==> src/hdl/tsq_pkg.sv <==
// Shared types and constants for the two-stack queue.
package tsq_pkg;

	localparam int VALUE_W = 32;
	localparam int CFG_W   = 5;
	localparam int CFG_IDX_W = 1;

	localparam logic [CFG_IDX_W-1:0] CFG_IN_CAP  = 1'b0;
	localparam logic [CFG_IDX_W-1:0] CFG_OUT_CAP = 1'b1;
	localparam logic [CFG_W-1:0]     CAP_RESET   = 5'd16;

	typedef enum logic {
		OP_ADD = 1'b0,
		OP_DEL = 1'b1
	} opcode_t;

	typedef enum logic [1:0] {
		STATUS_OK    = 2'd0,
		STATUS_FULL  = 2'd1,
		STATUS_EMPTY = 2'd2
	} status_t;

endpackage

==> src/hdl/tsq_if.sv <==
// Request and response channel interfaces for the two-stack queue.
interface tsq_req_if;
	logic                              valid;
	logic                              ready;
	tsq_pkg::opcode_t                  opcode;
	logic signed [tsq_pkg::VALUE_W-1:0] value;

	modport source (output valid, output opcode, output value, input ready);
	modport sink   (input valid, input opcode, input value, output ready);
endinterface

interface tsq_rsp_if;
	logic                              valid;
	logic                              ready;
	tsq_pkg::status_t                  status;
	logic signed [tsq_pkg::VALUE_W-1:0] data_out;

	modport source (output valid, output status, output data_out, input ready);
	modport sink   (input valid, input status, input data_out, output ready);
endinterface

==> src/hdl/two_stack_fifo_queue_top.sv <==
// Add, full and empty responses are registered the cycle after the request. A
// delete reads the output stack and answers from S_POP. A transfer (S_MOVE) comes
// first for a delete on an empty output stack, or an add on a full input stack with
// the output stack empty; that add ends in S_FIN_ADD. One request at a time: the
// memories have one registered read port each; a transfer moves one entry per cycle.
// Reset: counts clear, both capacities return to 16; memories are not cleared.
module two_stack_fifo_queue_top #(
	parameter int DEPTH      = 16,
	parameter int DATA_WIDTH = 32
) (
	input  logic                          clk,
	input  logic                          arst_n,
	tsq_req_if.sink                       req,
	tsq_rsp_if.source                     rsp,
	input  logic                          cfg_we,
	input  logic [tsq_pkg::CFG_IDX_W-1:0] cfg_idx,
	input  logic [tsq_pkg::CFG_W-1:0]     cfg_wdata
);

	localparam int CW = $clog2(DEPTH + 1);
	localparam int AW = (DEPTH > 1) ? $clog2(DEPTH) : 1;

	typedef enum logic [1:0] {
		S_IDLE,
		S_MOVE,
		S_FIN_ADD,
		S_POP
	} state_t;

	state_t state_q;

	logic [DATA_WIDTH-1:0] in_mem  [DEPTH];
	logic [DATA_WIDTH-1:0] out_mem [DEPTH];
	logic [DATA_WIDTH-1:0] in_rd_q;
	logic [DATA_WIDTH-1:0] out_rd_q;

	logic [tsq_pkg::CFG_W-1:0] in_cap_q;
	logic [tsq_pkg::CFG_W-1:0] out_cap_q;
	logic [CW-1:0]             in_cnt_q;
	logic [CW-1:0]             out_cnt_q;
	logic                      mv_s1;
	tsq_pkg::opcode_t          op_q;
	logic [DATA_WIDTH-1:0]     val_q;

	logic                      res_valid_q;
	tsq_pkg::status_t          res_status_q;
	logic [tsq_pkg::VALUE_W-1:0] res_data_q;

	logic [CW-1:0]         icap;
	logic [CW-1:0]         ocap;
	logic                  in_full;
	logic                  slot_free;
	logic                  accept;
	logic                  mv_done;
	logic                  res_set;
	logic [63:0]           val_ext;
	logic [63:0]           rd_ext;
	logic [DATA_WIDTH-1:0] req_data;
	logic [CW-1:0]         in_top;
	logic [CW-1:0]         out_top;

	logic                  ir_en;
	logic [AW-1:0]         ir_addr;
	logic                  iw_en;
	logic [AW-1:0]         iw_addr;
	logic [DATA_WIDTH-1:0] iw_data;
	logic                  ow_en;
	logic [AW-1:0]         ow_addr;
	logic                  or_en;
	logic [AW-1:0]         or_addr;

	// capacity clamp: zero acts as one, above DEPTH acts as DEPTH
	always_comb begin
		if (in_cap_q == '0) begin
			icap = CW'(1);
		end else if (32'(in_cap_q) > 32'(DEPTH)) begin
			icap = CW'(DEPTH);
		end else begin
			icap = CW'(in_cap_q);
		end
		if (out_cap_q == '0) begin
			ocap = CW'(1);
		end else if (32'(out_cap_q) > 32'(DEPTH)) begin
			ocap = CW'(DEPTH);
		end else begin
			ocap = CW'(out_cap_q);
		end
	end

	assign in_full   = (in_cnt_q >= icap);
	assign slot_free = !res_valid_q || rsp.ready;
	assign req.ready = (state_q == S_IDLE) && slot_free;
	assign accept    = req.valid && req.ready;
	assign mv_done   = (state_q == S_MOVE) && (in_cnt_q == '0) && !mv_s1;
	assign val_ext   = {32'd0, req.value};
	assign req_data  = val_ext[DATA_WIDTH-1:0];
	assign rd_ext    = 64'(out_rd_q);
	assign in_top    = in_cnt_q - CW'(1);
	assign out_top   = out_cnt_q - CW'(1);

	// a response is loaded on a direct add, full or empty, and on finishing a pop or add
	assign res_set = ((state_q == S_IDLE) && accept &&
			((req.opcode == tsq_pkg::OP_ADD) ? (!in_full || out_cnt_q != '0)
			                                 : (out_cnt_q == '0 && in_cnt_q == '0)))
		|| ((state_q == S_FIN_ADD || state_q == S_POP) && slot_free);

	always_comb begin
		ir_en   = 1'b0;
		ir_addr = in_top[AW-1:0];
		iw_en   = 1'b0;
		iw_addr = in_cnt_q[AW-1:0];
		iw_data = req_data;
		ow_en   = 1'b0;
		ow_addr = out_cnt_q[AW-1:0];
		or_en   = 1'b0;
		or_addr = out_top[AW-1:0];
		case (state_q)
			S_IDLE: begin
				if (accept && req.opcode == tsq_pkg::OP_ADD && !in_full) begin
					iw_en = 1'b1;
				end
				if (accept && req.opcode == tsq_pkg::OP_DEL && out_cnt_q != '0) begin
					or_en = 1'b1;
				end
			end
			S_MOVE: begin
				ir_en = (in_cnt_q != '0);
				ow_en = mv_s1 && (out_cnt_q < ocap);
				if (mv_done && op_q == tsq_pkg::OP_DEL) begin
					or_en = 1'b1;
				end
			end
			S_FIN_ADD: begin
				if (slot_free) begin
					iw_en   = 1'b1;
					iw_addr = '0;
					iw_data = val_q;
				end
			end
			default: begin
			end
		endcase
	end

	always_ff @(posedge clk) begin
		if (iw_en) begin
			in_mem[iw_addr] <= iw_data;
		end
		if (ir_en) begin
			in_rd_q <= in_mem[ir_addr];
		end
	end

	always_ff @(posedge clk) begin
		if (ow_en) begin
			out_mem[ow_addr] <= in_rd_q;
		end
		if (or_en) begin
			out_rd_q <= out_mem[or_addr];
		end
	end

	always_ff @(posedge clk or negedge arst_n) begin
		if (!arst_n) begin
			in_cap_q  <= tsq_pkg::CAP_RESET;
			out_cap_q <= tsq_pkg::CAP_RESET;
		end else if (cfg_we) begin
			case (cfg_idx)
				tsq_pkg::CFG_IN_CAP:  in_cap_q  <= cfg_wdata;
				tsq_pkg::CFG_OUT_CAP: out_cap_q <= cfg_wdata;
				default: begin
				end
			endcase
		end
	end

	always_ff @(posedge clk) begin
		if (accept) begin
			op_q  <= req.opcode;
			val_q <= req_data;
		end
	end

	always_ff @(posedge clk or negedge arst_n) begin
		if (!arst_n) begin
			state_q      <= S_IDLE;
			in_cnt_q     <= '0;
			out_cnt_q    <= '0;
			mv_s1        <= 1'b0;
			res_valid_q  <= 1'b0;
			res_status_q <= tsq_pkg::STATUS_OK;
			res_data_q   <= '0;
		end else begin
			mv_s1 <= (state_q == S_MOVE) && ir_en;
			if (res_set) begin
				res_valid_q <= 1'b1;
			end else if (rsp.ready) begin
				res_valid_q <= 1'b0;
			end
			case (state_q)
				S_IDLE: begin
					if (accept) begin
						res_data_q <= '0;
						if (req.opcode == tsq_pkg::OP_ADD) begin
							if (!in_full) begin
								in_cnt_q     <= in_cnt_q + CW'(1);
								res_status_q <= tsq_pkg::STATUS_OK;
							end else if (out_cnt_q != '0) begin
								res_status_q <= tsq_pkg::STATUS_FULL;
							end else begin
								state_q <= S_MOVE;
							end
						end else begin
							if (out_cnt_q != '0) begin
								out_cnt_q <= out_top;
								state_q   <= S_POP;
							end else if (in_cnt_q != '0) begin
								state_q <= S_MOVE;
							end else begin
								res_status_q <= tsq_pkg::STATUS_EMPTY;
							end
						end
					end
				end
				S_MOVE: begin
					if (ir_en) begin
						in_cnt_q <= in_top;
					end
					if (ow_en) begin
						out_cnt_q <= out_cnt_q + CW'(1);
					end
					if (mv_done) begin
						if (op_q == tsq_pkg::OP_ADD) begin
							state_q <= S_FIN_ADD;
						end else begin
							out_cnt_q <= out_top;
							state_q   <= S_POP;
						end
					end
				end
				S_FIN_ADD: begin
					if (slot_free) begin
						in_cnt_q     <= CW'(1);
						res_status_q <= tsq_pkg::STATUS_OK;
						res_data_q   <= '0;
						state_q      <= S_IDLE;
					end
				end
				S_POP: begin
					if (slot_free) begin
						res_status_q <= tsq_pkg::STATUS_OK;
						res_data_q   <= rd_ext[tsq_pkg::VALUE_W-1:0];
						state_q      <= S_IDLE;
					end
				end
				default: begin
					state_q <= S_IDLE;
				end
			endcase
		end
	end

	assign rsp.valid    = res_valid_q;
	assign rsp.status   = res_status_q;
	assign rsp.data_out = res_data_q;

	a_in_cnt_bound: assert property (@(posedge clk) disable iff (!arst_n)
		32'(in_cnt_q) <= 32'(DEPTH))
		else $error("input stack count above depth");

	a_out_cnt_bound: assert property (@(posedge clk) disable iff (!arst_n)
		32'(out_cnt_q) <= 32'(DEPTH))
		else $error("output stack count above depth");

	a_pop_read: assert property (@(posedge clk) disable iff (!arst_n)
		(state_q == S_POP && $past(state_q) != S_POP) |-> $past(or_en))
		else $error("pop entered without an output stack read");

	a_move_busy: assert property (@(posedge clk) disable iff (!arst_n)
		mv_s1 |-> !req.ready)
		else $error("request taken during a stack transfer");

endmodule

==> src/flat_wrapper.sv <==
// flat-port wrapper written by rule: the top's interface ports become plain ports
module two_stack_fifo_queue_top_flat 
#(
	parameter int DEPTH      = 16,
	parameter int DATA_WIDTH = 32
)
  (clk, arst_n, cfg_we, cfg_idx, cfg_wdata, req_valid, req_opcode, req_value, req_ready, rsp_valid, rsp_status, rsp_data_out, rsp_ready);
  tsq_req_if req_i ();
  tsq_rsp_if rsp_i ();
  input  logic clk;
  input  logic arst_n;
  input  logic cfg_we;
  input  logic [tsq_pkg::CFG_IDX_W-1:0] cfg_idx;
  input  logic [tsq_pkg::CFG_W-1:0] cfg_wdata;
  input wire logic [$bits(req_i.valid)-1:0] req_valid;
  input wire logic [$bits(req_i.opcode)-1:0] req_opcode;
  input wire logic [$bits(req_i.value)-1:0] req_value;
  output wire logic [$bits(req_i.ready)-1:0] req_ready;
  output wire logic [$bits(rsp_i.valid)-1:0] rsp_valid;
  output wire logic [$bits(rsp_i.status)-1:0] rsp_status;
  output wire logic [$bits(rsp_i.data_out)-1:0] rsp_data_out;
  input wire logic [$bits(rsp_i.ready)-1:0] rsp_ready;
  assign req_i.valid = req_valid;
  assign req_i.opcode = req_opcode;
  assign req_i.value = req_value;
  assign req_ready = req_i.ready;
  assign rsp_valid = rsp_i.valid;
  assign rsp_status = rsp_i.status;
  assign rsp_data_out = rsp_i.data_out;
  assign rsp_i.ready = rsp_ready;
  two_stack_fifo_queue_top #(.DEPTH(DEPTH), .DATA_WIDTH(DATA_WIDTH)) u_core (.clk(clk), .arst_n(arst_n), .req(req_i), .rsp(rsp_i), .cfg_we(cfg_we), .cfg_idx(cfg_idx), .cfg_wdata(cfg_wdata));
endmodule
==> config.mk <==
export PLATFORM = sky130hd
export DESIGN_NAME = two_stack_fifo_queue_top_flat
export DESIGN_NICKNAME = d
export VERILOG_FILES = /design/src/hdl/tsq_pkg.sv /design/src/hdl/tsq_if.sv /design/src/hdl/two_stack_fifo_queue_top.sv /design/src/flat_wrapper.sv
export SDC_FILE = /design/constraint.sdc
export NUM_CORES = 1
export LEC_CHECK = 0
export BUFFER_PORTS_ARGS = -buffer_cell sky130_fd_sc_hd__buf_2
export CORE_MARGIN = 2
export CORE_UTILIZATION = 36
export DETAILED_ROUTE_END_ITERATION = 7
export PLACE_DENSITY_LB_ADDON = 0.15
export SLEW_MARGIN = 10
export SYNTH_ARGS = -nofsm -noshare
export SYNTH_HDL_FRONTEND = slang
export SYNTH_SLANG_ARGS = --single-unit
==> constraint.sdc <==
create_clock -name clk -period 6.07 [get_ports clk]
set_clock_uncertainty 0.2 [all_clocks]
set_input_delay 0.607 -clock clk [delete_from_list [all_inputs] [get_ports clk]]
set_output_delay 0.607 -clock clk [all_outputs]
set_load 0.01 [all_outputs]
Word level (Yosys, flattened, before mapping):

Memory sizes are Yosys's and may differ from the RTL's. A register that Yosys moved wholly into a read port is not among the register bits.
Index checks and enable logic that the tools add are counted.

* bits in registers: 91
* latch bits: 0
* bits in writable memories: 1024
* ROM bits: 0
* bits of input ports: 44
* output and inout port bits: 36
* logic and storage cells: 141
* memories kept: 2

* add/sub/neg operators: 4
* multiply operators: 0
* div/mod/pow operators: 0
* order comparisons: 4
* eq/ne operators: 19
* shift operators: 0
* muxes and demuxes: 57
* bitwise logic cells: 2
* reductions and logical operators: 42

Memories
* u_core.in_mem: depth 16, width 32, rd ports 1, clocked after memory_dff 1, write ports 1, RTL line two_stack_fifo_queue_top.sv:32 `logic [DATA_WIDTH-1:0] in_mem [DEPTH];`
* u_core.out_mem: depth 16, width 32, rd ports 1, clocked after memory_dff 1, write ports 1, RTL line two_stack_fifo_queue_top.sv:33 `logic [DATA_WIDTH-1:0] out_mem [DEPTH];`

Operator list (number)
* 2-to-1 mux 32 bit: 5
* case mux 32 bit (3 select lines): 1
* 2-to-1 mux 5 bit: 15
* 2-to-1 mux 2 bit: 14
* logical NOT 5 bit: 4
* AND reduction 6 bit: 3
* logical AND 1 bit: 15
* case mux 5 bit (3 select lines): 1
* 2-to-1 mux 1 bit: 14
* != test 2 x 1 -> 1 bit (second input constant): 6
* adder 5 x 1 -> 5 bit (second input constant): 2
* > comparator 5 bit (second input constant): 2
* case mux 5 bit (2 select lines): 1
* nonzero test 5 bit: 2
* subtractor 5 x 1 -> 5 bit (second input constant): 2
* != test 3 bit (second input constant): 3
* 2-to-1 mux 4 bit: 2
* != test 2 bit (second input constant): 4
* != test 4 bit (second input constant): 2
* AND reduction 4 bit: 2
* case mux 2 bit (3 select lines): 1
* nonzero test 2 bit: 3
* nonzero test 3 bit: 2
* greater-or-equal comparator 5 bit: 1
* other kinds (12): 21

Depth between registers and ports, before layout:

* word-level depth: 10
* gate-level depth with buffers: 11
* mapped depth without buffers: 10

Worst setup path after synthesis:

No wires, ideal clock.

* path type: reg2reg
* from: register u_core.in_cnt_q[0]
* to: memory u_core.in_mem[12][0], enable pin
* setup time: 0.461 ns
* arrival time: 4.579 ns
* data required time: 5.409 ns
* slack: 0.830 ns
* stages on the path, launching flop included: 11
* path buffers: 2
* period minus slack after synthesis: 5.240 ns
* cells stage by stage: dfrtp_1 -> buf_2 -> buf_1 -> inv_1 -> ha_1 -> nor2b_1 -> o21ai_0 -> a2111oi_4 -> and2_1 -> nand3_1 -> nor3_1

* cells in the longest elaborated chain, start to end: 7
* elaborated cells on any way between the ends: 9
* those cells by class: order compare: 1; mux: 6; reduce/logical: 2

RTL lines
* start, declared: RTL line two_stack_fifo_queue_top.sv:39 `logic [CW-1:0] in_cnt_q;`
* start signal, assigned: RTL line two_stack_fifo_queue_top.sv:206 `in_cnt_q <= in_cnt_q + CW'(1);`
* start signal, assigned: RTL line two_stack_fifo_queue_top.sv:227 `in_cnt_q <= in_top;`
* greater-or-equal comparator 5 bit: RTL line two_stack_fifo_queue_top.sv:90 `assign in_full = (in_cnt_q >= icap);`
* logical NOT 1 bit: RTL line two_stack_fifo_queue_top.sv:119 `if (accept && req.opcode == tsq_pkg::OP_ADD && !in_full) begin`
* logical AND 1 bit: RTL line two_stack_fifo_queue_top.sv:119
* 2-to-1 mux 1 bit: RTL line two_stack_fifo_queue_top.sv:119
* case mux 1 bit (2 select lines): RTL line two_stack_fifo_queue_top.sv:117 `case (state_q)`
* 2-to-1 mux 1 bit: RTL line two_stack_fifo_queue_top.sv:146 `if (iw_en) begin`
* 2-to-1 mux 1 bit (not written as such): RTL line two_stack_fifo_queue_top.sv:147 `in_mem[iw_addr] <= iw_data;`
* end, declared: RTL line two_stack_fifo_queue_top.sv:32

Parallel ways exist; a longest one is shown, timed or not.

Worst setup path after layout:

* from: register u_core.in_cnt_q[0]
* to: memory u_core.in_mem[9][24], enable pin

Same word-level chain as after synthesis.

==> results.yml <==
run_status:
  outcome: "finished clean"
synthesis:
  yosys_most_used_dff: "sky130_fd_sc_hd__edfxtp_1"
  synth-seq-area-share: 0.781
  synthDistinctLibCells: 52
  syn_area_um2: 45000
  postSynth.asyncResetShare: 0.0492
  ys.warnings.count: 0
  synthCells: 1949
  synth_area_per_cell_um2: 23.1
  synth_edf_count: 1121
  number_of_register_bits_inferred_by_synthesis: 1179
  mappedNetlistNets: 2014
sta:
  setup-tns-final_ns: 0
  final_hold_violation_count: 0
  max_slew_violation_total_from_the_final_report: 0
  max_slew.worst_pin.slew_ns: 1.12
  fin_ws_ns: 1.52
  final_period_minus_worst_setup_slack_ns: 4.55
  grt_setup_unrepaired: "no"
  worst_slew_margin_rel: 0.252
  finalCritPeriodShare: 0.749
  setup_viol: 0
  achievable-frequency_mhz: 220
global_route:
  gr-total-overflow: 0
  grt_pass1_wl_um: 153000
  first_global_vias: 21700
  track_usage: 0.167
  grt_max_degree: 102
  grt_antenna_before_repair: 9
detailed_routing:
  drt_drc_violations_left: 0
  postRouteAntennaNets: 0
  drt_wl_total_um: 105000
  vias_per_cell: 5.22
  first_pass_iters: 4
  route.vias.total: 20300
  wl_per_cell_um: 27.0
  dr.first_iter.drc_count: 1842
clocking:
  h_tree_lvls: 3
  root_buffer_cell: "sky130_fd_sc_hd__clkbuf_16"
  cts_buffer_depth: 3
  tritoncts_buffer_count: 119
  cts.sinks: 1179
  cts_tree: "done"
  clkTransAtPathRegs_ns: 0.06
  worstSkewPairLatency_ns: 0.69
  cts.repair.resized: 0
  post-cts-setup-buffer-count: 0
power_and_ir_drop:
  power_per_cell_area_nw_per_um2: 502
  total_power_w: 0.0260
  peakVddDrop_uv: 421
  leakage_nw: 16.6
floorplan:
  die_height_um: 358
  ioPinCount: 80
  std_cell_rows: 129
  die-width_um: 358
  start_util: 0.363
  placeableCoreArea_um2: 124000
  design.die.area_um2: 128000
finish:
  post_route_cells_drive_above_1_share: 0.317
  areaGrowthSynthToFinish_pct: 15.2
  final_net_count: 2210
  final_common_cell: "sky130_fd_sc_hd__edfxtp_1"
  layout_common_cells: "sky130_fd_sc_hd__edfxtp_1, sky130_fd_sc_hd__mux4_2, sky130_fd_sc_hd__clkbuf_16"
  finalNonFillerCells: 3882
setup_path:
  r2r-start: "u_core.in_cnt_q[0]$_DFFE_PN0P_"
  critPathCaptureType: "flop"
  critPathLaunchType: "flop"
  logic_depth_of_the_worst_register_to_register_path: 9
  crit_arrival_ns: 4.74
  critical_path_required_ns: 6.26
  critical_path_peak_fanout: 36
  r2r_setup_slack_ns: 1.52
  rr_endpoint: "u_core.in_mem[9][24]$_DFFE_PP_"
  crit_type: "reg -> reg"
hold_path:
  worstHoldPathType: "in -> reg"
  whs_path_depth: 2
  worstHoldStart: "cfg_wdata[3]"
  hold_path_endpoint: "u_core.out_cap_q[3]$_DFFE_PN0P_"
placed_design:
  placed_cells_incl_taps: 3627
  dpl_worst_slack_ns: 1.41
  gp_routability_congestion: 0.733
  buffer_ports.inserted: 79
  place.detailed.hpwl_um: 59600
run:
  cap_viol_max_count: 0
[state kept, by name, summed over array words and instances, names as in the netlist]
name,count
u_core.in_mem,512
u_core.rsp.data_out,32
u_core.out_mem,512
u_core.rsp.status,2
u_core.in_cap_q,5
u_core.in_rd_q,32
u_core.out_rd_q,32
u_core.in_cnt_q,5
u_core.out_cnt_q,5
u_core.mv_s1,1
u_core.op_q,1
u_core.val_q,32
u_core.rsp.valid,1
u_core.state_q,2
u_core.out_cap_q,5
[cells in the mapped netlist (2+ instances only)]
cell type / number / area share
sky130_fd_sc_hd__ha_1: 21 / 0.0058
sky130_fd_sc_hd__nand3_1: 41 / 0.0046
sky130_fd_sc_hd__nand3b_1: 4 / 0.00067
sky130_fd_sc_hd__o22ai_1: 2 / 0.00028
sky130_fd_sc_hd__a21oi_1: 14 / 0.0016
sky130_fd_sc_hd__nand2b_1: 6 / 0.00083
sky130_fd_sc_hd__inv_1: 15 / 0.0013
sky130_fd_sc_hd__dfrtp_1: 56 / 0.031
sky130_fd_sc_hd__o21bai_1: 2 / 0.00033
sky130_fd_sc_hd__o211ai_1: 2 / 0.00033
sky130_fd_sc_hd__nand2_1: 101 / 0.0084
sky130_fd_sc_hd__a2bb2oi_1: 2 / 0.00039
sky130_fd_sc_hd__xnor2_1: 4 / 0.00078
sky130_fd_sc_hd__mux4_2: 320 / 0.16
sky130_fd_sc_hd__buf_2: 35 / 0.0039
sky130_fd_sc_hd__nor2b_1: 3 / 0.00042
sky130_fd_sc_hd__and2_1: 5 / 0.00070
sky130_fd_sc_hd__dfstp_2: 2 / 0.0012
sky130_fd_sc_hd__edfxtp_1: 1121 / 0.75
sky130_fd_sc_hd__buf_1: 4 / 0.00033
sky130_fd_sc_hd__o21a_1: 2 / 0.00033
sky130_fd_sc_hd__o31ai_1: 2 / 0.00033
sky130_fd_sc_hd__nor2_1: 37 / 0.0031
sky130_fd_sc_hd__clkbuf_1: 47 / 0.0039
sky130_fd_sc_hd__mux2i_1: 5 / 0.0011
sky130_fd_sc_hd__mux2_2: 44 / 0.011
sky130_fd_sc_hd__buf_4: 4 / 0.00067
sky130_fd_sc_hd__xor2_1: 2 / 0.00039
sky130_fd_sc_hd__o21ai_0: 11 / 0.0012
sky130_fd_sc_hd__nor3_1: 13 / 0.0014
[power breakdown]
part | total, W | internal (W) | switching [W] | leakage (nW)
combinational | 0.00776 | 0.00359 | 0.00417 | 3.95
clock | 0.00688 | 0.00390 | 0.00298 | 1.78
sequential | 0.0114 | 0.0105 | 0.000894 | 10.8
total | 0.0260 | 0.0180 | 0.00804 | 16.6
[timing repair]
action,4_1_cts,5_1_grt
hold buffers,34,0
setup endpoints to repair,0,0
hold endpoints to repair,60,0
[worst max-delay path: stages (launching register included)]
cell and delay [ns]:
sky130_fd_sc_hd__dfrtp_4 0.89, sky130_fd_sc_hd__inv_1 0.31, sky130_fd_sc_hd__ha_1 0.37, sky130_fd_sc_hd__nor2b_1 0.18, sky130_fd_sc_hd__o21ai_0 0.21, sky130_fd_sc_hd__a2111oi_4 0.50
sky130_fd_sc_hd__and2_1 0.31, sky130_fd_sc_hd__nand3b_1 0.32, sky130_fd_sc_hd__nor2_4 0.68, sky130_fd_sc_hd__buf_12 0.24
[metal layers]
metal | track usage | routed length [µm] | vias up
met5 | 0 | 0 | -
met4 | 0.0370 | 2010 | 0
met3 | 0.0279 | 4710 | 153
met2 | 0.282 | 52800 | 463
met1 | 0.227 | 45400 | 11000
li1 | - | - | 8600
[worst max-delay path by stage]
stage	startpoint	to	slack, ns	cells after the start
global placement	u_core.in_cnt_q[0]$_DFFE_PN0P_	u_core.in_mem[13][30]$_DFFE_PP_	1.46	9
finish	u_core.in_cnt_q[0]$_DFFE_PN0P_	u_core.in_mem[9][24]$_DFFE_PP_	1.52	9
detailed placement	u_core.in_cnt_q[0]$_DFFE_PN0P_	u_core.in_mem[10][22]$_DFFE_PP_	1.41	9
global route	u_core.in_cnt_q[0]$_DFFE_PN0P_	u_core.in_mem[13][28]$_DFFE_PP_	1.14	9
floorplan	u_core.in_cnt_q[0]$_DFFE_PN0P_	u_core.in_mem[12][0]$_DFFE_PP_	0.83	10
CTS	u_core.in_cnt_q[0]$_DFFE_PN0P_	u_core.in_mem[10][16]$_DFFE_PP_	1.40	9
[metrics by stage]
step           utilization  hold WS (ns)  area (µm²)
3_3_place_gp         0.386         0.248       47800
5_1_grt              0.418        0.0433       51800
6_report             0.418        0.0785       51800
2_1_floorplan            -         0.111       45000
3_5_place_dp         0.386         0.253       47800
4_1_cts              0.418        0.0203       51800
[cell families after synthesis]
| kind of cell | synth area share |
|---|---|
| buf+inv | 0.0104 |
| xor+xnor | 0.00117 |
| fa+ha+maj | 0.00584 |
| flops | 0.781 |
| simple gates | 0.0223 |
| compound gates | 0.00745 |
| mux | 0.172 |
[final cells by class]
cell class,count,area [µm²]
multi-input combinational,663,9710
sequential,1179,35100
antenna,2,5.00
inverter,15,56.3
timing repair buffer,167,1230
tap,1637,2050
clock inverter,67,479
fill,10600,72000
clock buffer,152,3150
Power figures use the tool's default switching activity.
